<file path="src/rtl/fscr_pkg.sv">
`timescale 1ns / 1ps
package fscr_pkg;
  localparam int unsigned DefMaxFragments = 64;
  localparam int unsigned QOne = 32768;
  localparam int unsigned SumMax = 4194303;
  localparam int unsigned SumW = 22;

  typedef struct packed {
    logic [31:0] key;
    logic [15:0] col_r;
    logic [15:0] col_g;
    logic [15:0] col_b;
    logic [15:0] opa_r;
    logic [15:0] opa_g;
    logic [15:0] opa_b;
  } frag_t;

  typedef struct packed {
    logic        has_fragment;
    logic [31:0] depth;
    logic [15:0] color_red;
    logic [15:0] color_green;
    logic [15:0] color_blue;
    logic [15:0] opacity_red;
    logic [15:0] opacity_green;
    logic [15:0] opacity_blue;
    logic        end_of_sample;
    logic        end_of_pixel;
  } in_item_t;

  typedef struct packed {
    logic [15:0] pixel_red;
    logic [15:0] pixel_green;
    logic [15:0] pixel_blue;
    logic [15:0] pixel_alpha;
  } out_item_t;

  // controller -> datapath
  typedef struct packed {
    logic load;       // capture input item
    logic scan;       // compare one store entry against the key
    logic shift;      // move entry idx-1 to idx
    logic place;      // write new fragment at idx
    logic comp_init;  // clear accumulators
    logic comp_rd;    // read entry for composite
    logic comp_mul;   // multiply stage
    logic comp_acc;   // accumulate stage
    logic close;      // add sample to pixel sums
    logic cov;        // coverage step
    logic div_init;   // start divider
    logic div_step;   // one divider step
    logic emit;       // load output register, clear sums
  } cmd_t;

  typedef struct packed {
    logic is_le;      // entry key <= new key
  } sts_t;

  function automatic logic [15:0] sat16(input logic [16:0] v);
    sat16 = v[16] ? 16'hFFFF : v[15:0];
  endfunction

  function automatic logic [SumW-1:0] sat_sum(input logic [SumW:0] v);
    sat_sum = v[SumW] ? SumW'(SumMax) : v[SumW-1:0];
  endfunction
endpackage

</file>
<file path="src/rtl/fscr_ctrl.sv">
`timescale 1ns / 1ps
module fscr_ctrl import fscr_pkg::*; #(
  parameter int unsigned MaxFragments = DefMaxFragments,
  parameter int unsigned IdxW = $clog2(MaxFragments + 1)
) (
  input  logic            clk_i,
  input  logic            rst_ni,
  input  logic            in_valid_i,
  output logic            in_ready_o,
  output logic            out_valid_o,
  input  logic            out_ready_i,
  input  in_item_t        item_i,
  input  sts_t            sts_i,
  output cmd_t            cmd_o,
  output logic [IdxW-1:0] idx_o
);
  localparam logic [3:0] SIdle = 4'd0, SScanRd = 4'd1, SScan = 4'd2, SShift = 4'd3,
                         SPlace = 4'd4, SClose = 4'd5, SCRd = 4'd6, SCMul = 4'd7,
                         SCAcc = 4'd8, SCov = 4'd9, SSum = 4'd10, SDivI = 4'd11,
                         SDiv = 4'd12, SEmit = 4'd13, SWait = 4'd14;
  logic [3:0] st_q, st_d;
  logic [IdxW-1:0] idx_q, idx_d, cnt_q, cnt_d;
  logic [4:0] dc_q, dc_d;
  logic ov_q, ov_d;

  assign idx_o = idx_q;
  assign in_ready_o = (st_q == SIdle);
  assign out_valid_o = ov_q;

  always_comb begin
    st_d = st_q; idx_d = idx_q; cnt_d = cnt_q; dc_d = dc_q; ov_d = ov_q;
    cmd_o = '0;
    if (ov_q && out_ready_i) ov_d = 1'b0;
    unique case (st_q)
      SIdle: if (in_valid_i) begin
        cmd_o.load = 1'b1;
        idx_d = cnt_q;
        st_d = SScanRd;
      end
      SScanRd: begin
        if (!item_i.has_fragment || cnt_q == IdxW'(MaxFragments)) st_d = SClose;
        else if (idx_q == '0) st_d = SPlace;
        else st_d = SScan;
      end
      SScan: begin
        if (sts_i.is_le) st_d = SPlace;
        else begin
          cmd_o.shift = 1'b1;
          idx_d = idx_q - IdxW'(1);
          st_d = SShift;
        end
      end
      SShift: st_d = (idx_q == '0) ? SPlace : SScan;
      SPlace: begin
        cmd_o.place = 1'b1;
        cnt_d = cnt_q + IdxW'(1);
        st_d = SClose;
      end
      SClose: begin
        if (item_i.end_of_sample || item_i.end_of_pixel) begin
          cmd_o.comp_init = 1'b1;
          idx_d = cnt_q;
          st_d = (cnt_q == '0) ? SCov : SCRd;
        end else st_d = SIdle;
      end
      SCRd: st_d = SCMul;
      SCMul: begin
        cmd_o.comp_mul = 1'b1;
        st_d = SCAcc;
      end
      SCAcc: begin
        cmd_o.comp_acc = 1'b1;
        idx_d = idx_q - IdxW'(1);
        st_d = (idx_q == IdxW'(1)) ? SCov : SCRd;
      end
      SCov: begin
        cmd_o.cov = 1'b1;
        st_d = SSum;
      end
      SSum: begin
        cmd_o.close = 1'b1;
        cnt_d = '0;
        st_d = item_i.end_of_pixel ? SDivI : SIdle;
      end
      SDivI: begin
        cmd_o.div_init = 1'b1;
        dc_d = 5'(SumW + 1);
        st_d = SDiv;
      end
      SDiv: begin
        cmd_o.div_step = 1'b1;
        dc_d = dc_q - 5'd1;
        if (dc_q == 5'd1) st_d = SWait;
      end
      SWait: if (!ov_q || out_ready_i) begin
        cmd_o.emit = 1'b1;
        ov_d = 1'b1;
        st_d = SIdle;
      end
      default: st_d = SIdle;
    endcase
  end

  always_ff @(posedge clk_i or negedge rst_ni) begin
    if (!rst_ni) begin
      st_q <= SIdle; idx_q <= '0; cnt_q <= '0; dc_q <= '0; ov_q <= 1'b0;
    end else begin
      st_q <= st_d; idx_q <= idx_d; cnt_q <= cnt_d; dc_q <= dc_d; ov_q <= ov_d;
    end
  end

  a_cnt: assert property (@(posedge clk_i) disable iff (!rst_ni)
    cnt_q <= IdxW'(MaxFragments)) else $error("fragment count overflow");
  a_rdy: assert property (@(posedge clk_i) disable iff (!rst_ni)
    in_ready_o |-> !(cmd_o.shift || cmd_o.place)) else $error("store write while idle");
  a_emit: assert property (@(posedge clk_i) disable iff (!rst_ni)
    cmd_o.emit |=> ov_q) else $error("result not presented");
  a_clr: assert property (@(posedge clk_i) disable iff (!rst_ni)
    cmd_o.close |=> cnt_q == '0) else $error("count not cleared");
endmodule

</file>
<file path="config.mk">
export PLATFORM = sky130hd
export DESIGN_NAME = fscr_ctrl
export DESIGN_NICKNAME = d
export VERILOG_FILES = /design/src/rtl/fscr_pkg.sv /design/src/rtl/fscr_ctrl.sv
export SDC_FILE = /design/constraint.sdc
export NUM_CORES = 1
export LEC_CHECK = 0
export BUFFER_PORTS_ARGS = -buffer_cell sky130_fd_sc_hd__buf_4
export CAP_MARGIN = 20
export CORE_MARGIN = 2
export CORE_UTILIZATION = 37
export DETAILED_ROUTE_END_ITERATION = 12
export GPL_ROUTABILITY_DRIVEN = 0
export PLACE_DENSITY = 0.84
export SLEW_MARGIN = 20
export SYNTH_ARGS = -nofsm -noshare
export SYNTH_HDL_FRONTEND = slang
export SYNTH_SLANG_ARGS = --single-unit
</file>
<file path="constraint.sdc">
create_clock -name clk_i -period 1.95 [get_ports clk_i]
set_input_delay 0.0975 -clock clk_i [delete_from_list [all_inputs] [get_ports clk_i]]
set_output_delay 0.0975 -clock clk_i [all_outputs]
set_load 0.1 [all_outputs]
</file>
==> summary.md <==
| Metric | Value |
|---|---|
| Status | `finished clean` |
| Seq pwr share | `25.5%` |
| CTS root buffer | `sky130_fd_sc_hd__clkbuf_8` |
| Shortest clock period the worst path allows after layout | `~1800 ps` |
| Initial cell density of the core | `38.7%` |
| Seq cells post-synth | `24` |
| Die Width | `71.7 um` |
| Number of enable flip-flop cells after synthesis | `0` |
| CTS Buffer Depth | `2` |
| Synthesized cell area | `0.00170 mm2` |
| Worst reg2reg endpoint | `idx_o[4]` |
| Relative area change from synthesis to final layout | `25.4%` |
| Max_cap viols | `0` |
| Reg2Reg Setup Slack | `130 ps` |
| Critical-path top delay cell | `sky130_fd_sc_hd__dfrtp_1` |
| Worst Setup Path Type | `register to output port` |
| Power Dens Cells | `1830 mW/mm2` |
| Maximum clock rate | `about 540 MHz` |
| Setup crit start | `st_q[3]` |
| Leakage power | `between 0.9 and 1 nW` |
| Number of input and output port buffers inserted | `27` |
| Synthesis Warnings | `0` |
| Total congestion overflow after global routing | `0` |
| Share of the yosys chip area belonging to registers | `35.4%` |
| Commonest cells after routing, fill and taps aside | `sky130_fd_sc_hd__buf_4, sky130_fd_sc_hd__nor2_1, sky130_fd_sc_hd__dfrtp_1` |
| Post-Synthesis Mean Instance Area | `a little under 9 um2` |
| Number of antenna violations at the first check in global routing | `0` |
| Total DRC errors in the routed layout | `0` |
| Hold Crit Class | `input pin to register` |
| Antenna viol nets, final | `0` |
| # rows | `24` |
| Pre-antenna DRT Iters | `4` |
| Final worst-path cycle share | `94.3%` |
| Vias in the first global route | `1457` |
| Via count | `around 1.5k` |
| RR Startpoint | `st_q[3]` |
| Top-level I/O count | `158` |
| Most common cell after layout, fill and taps aside | `sky130_fd_sc_hd__buf_4` |
| Final antenna diode count | `0` |
| Unrepaired setup endpoints after global routing | `no` |
| Pin count of the biggest net entering global routing | `25` |
| Wirelength, routed | `3920 um` |
| IR Drop Worst-Case VDD | `1.47 mV` |
| Post-Synthesis Cells | `196` |
| Final Net Count | `374` |
| # fillers | `416` |
| Number of DRC violations after detailed-routing iteration 0 | `about 140` |
| Post-place instance area | `0.00206 mm2` |
| Primary flip-flop cell chosen by synthesis mapping | `sky130_fd_sc_hd__dfrtp_1` |
| Worst path required time | `1850 ps` |
| Via/cell ratio | `5.42` |
| Area of the die | `0.00514 mm2` |
| Endpoint class of the critical path | `output port` |
| Critical Path, Cell by Cell | `nand2b_4 -> or3_4 -> clkinvlp_4 -> buf_6` |
| Number of sinks on the clock net | `24` |
| Depth of the most critical reg-to-reg path | `5` |
| Latest clock arrival within the worst-skew pair | `270 ps` |
| Buffers inserted during post-CTS setup optimization | `0` |
| Die Y | `71.7 um` |
| Max Slew Vio Count | `0` |
| Critical path peak fanout | `7` |
| Total number of cells along the worst setup path | `4` |
| Final Instance Count excl. Fillers | `282` |
| Combinational fraction of design power | `66.6%` |
| Worst Path Arrival | `around 1700 ps` |
| Final Cell Area | `0.00213 mm2` |
| Clock network power share | `about 8%` |
| Post-Route Hold Slack | `167 ps` |
| Final HPWL from detailed placement | `3030 um` |
| Worst min-delay path startpoint | `out_ready_i` |
| Number of buffers added by the clock tree synthesis step | `3` |
| Proportion of total power due to net switching | `around 56%` |
| Dpl cells | `277` |
| Mean routed wirelength per cell | `approximately 14 um` |
| Core region area | `between 0.004 and 0.005 mm2` |
| Global-route wire length before repair | `6790 um` |
| Number of H-tree levels | `1` |
| Hold Fails Final Rpt | `0` |
| Setup skew after layout | `12.3 ps` |
| Clock slew at the register clock pins of the worst setup and hold paths | `90 ps` |
| Critical Path Source Type | `register` |
| Int Power | `1.70 mW` |
| Slowest cell delay on critical path | `490 ps` |
| Category of cells accounting for the largest share of critical-path delay | `simple AND/OR/NAND/NOR gates` |
| Clock tree from TritonCTS | `done` |
| Total track usage | `16.7%` |
| Ratio of cells with drive above 1 in the final layout | `29.1%` |
| Number of buffers and inverters on the critical path | `2` |
| Proportion of register bits with asynchronous set or reset after synthesis | `100%` |
| Unique masters post-synth | `53` |
| Setup-violating endpoint count in the final report | `0` |
| Setup crit end | `cmd_o[8]` |
| Net Sw Power | `between 2 and 2.5 mW` |
## metrics by stage
stage / TNS, ps / worst slack (ps) / power [mW] / util, %
global route: 0 / 39.4 / 4.18 / 48.5
detailed placement: 0 / 139 / 3.57 / 47.0
finish: 0 / 111 / 3.89 / 48.5
CTS: 0 / 25.5 / 3.90 / 48.3
global placement: 0 / 151 / 3.50 / 47.0
floorplan: -2100 / -423 / 3.05 / -
## power groups by stage
stage          clock (mW)  sequential (mW)  combinational, mW
6_report            0.310            0.990               2.59
5_1_grt             0.345             1.04               2.80
4_1_cts             0.327            0.983               2.59
3_5_place_dp            0            0.992               2.58
3_3_place_gp            0            0.979               2.52
2_1_floorplan           0             1.25               1.80
## worst min-delay path, cell delays in order
cell and delay, ps:
sky130_fd_sc_hd__buf_4 70, sky130_fd_sc_hd__nand2b_1 170, sky130_fd_sc_hd__nand2_1 70
## final cells by class
cell class              count  area [um2]  area share [%]
repair buffers             41         318            14.9
clock buffers               4        45.0            2.12
inverters                  10        41.3            1.94
well taps                  52        65.1            3.06
multi-input cells         151        1050            49.5
flip-flops and latches     24         604            28.4
## cell families (layout without fill, tap and decap cells)
logic type / count (synthesis) / after routing / share of synthesized area [%]
other cells: 1 / 2 / 0.221
fa+ha+maj: 7 / 7 / 5.16
simple gates: 86 / 86 / 27.9
compound gates: 46 / 46 / 19.3
mux: 3 / 3 / 1.77
buf+inv: 22 / 55 / 6.64
flops: 24 / 24 / 35.4
xor+xnor: 7 / 7 / 3.61
## synthesized netlist by cell type (4+ instances only)
master	count	share of area, %
sky130_fd_sc_hd__a21oi_1	10	2.9
sky130_fd_sc_hd__clkbuf_1	4	0.88
sky130_fd_sc_hd__dfrtp_1	24	35
sky130_fd_sc_hd__ha_1	7	5.2
sky130_fd_sc_hd__inv_1	9	2.0
sky130_fd_sc_hd__nand2_1	11	2.4
sky130_fd_sc_hd__nand2b_1	7	2.6
sky130_fd_sc_hd__nand4_1	4	1.5
sky130_fd_sc_hd__nor2_1	26	5.8
sky130_fd_sc_hd__nor3_1	8	2.4
sky130_fd_sc_hd__nor4_1	6	2.2
sky130_fd_sc_hd__o21ai_0	7	2.1
sky130_fd_sc_hd__o21ai_1	5	1.5
sky130_fd_sc_hd__o2bb2ai_1	6	3.1
sky130_fd_sc_hd__xor2_1	5	2.6
## how the worst min path moves through the flow
stage                  endpoint  slack (ps)  depth (start not counted)
floorplan              cnt_q[0]        -200                          0
global route        out_valid_o         210                          3
global placement       idx_o[1]          20                          1
finish              out_valid_o         170                          3
detailed placement     idx_o[3]          20                          1
CTS                 out_valid_o         170                          3
## routing by layer
layer / track usage [%] / vias up / part of all wire, %
met1: 22.3 / 728 / 44
met3: 3.23 / 4 / 4.1
li1: - / 770 / -
met2: 28.3 / 26 / 51
met4: 3.14 / 0 / 0.79
met5: 0 / - / 0
## what timing repair did
action / CTS / global route
hold endpoints to repair: 24 / 0
gates resized for setup: 1 / 4
hold buffers: 1 / 0
setup endpoints to repair: 1 / 6
## registers in the layout (all words and copies together) (netlist names)
register,flops
cnt_q,7
idx_o,7
st_q,4
out_valid_o,1
dc_q,5
Power figures use the tool's default switching activity.
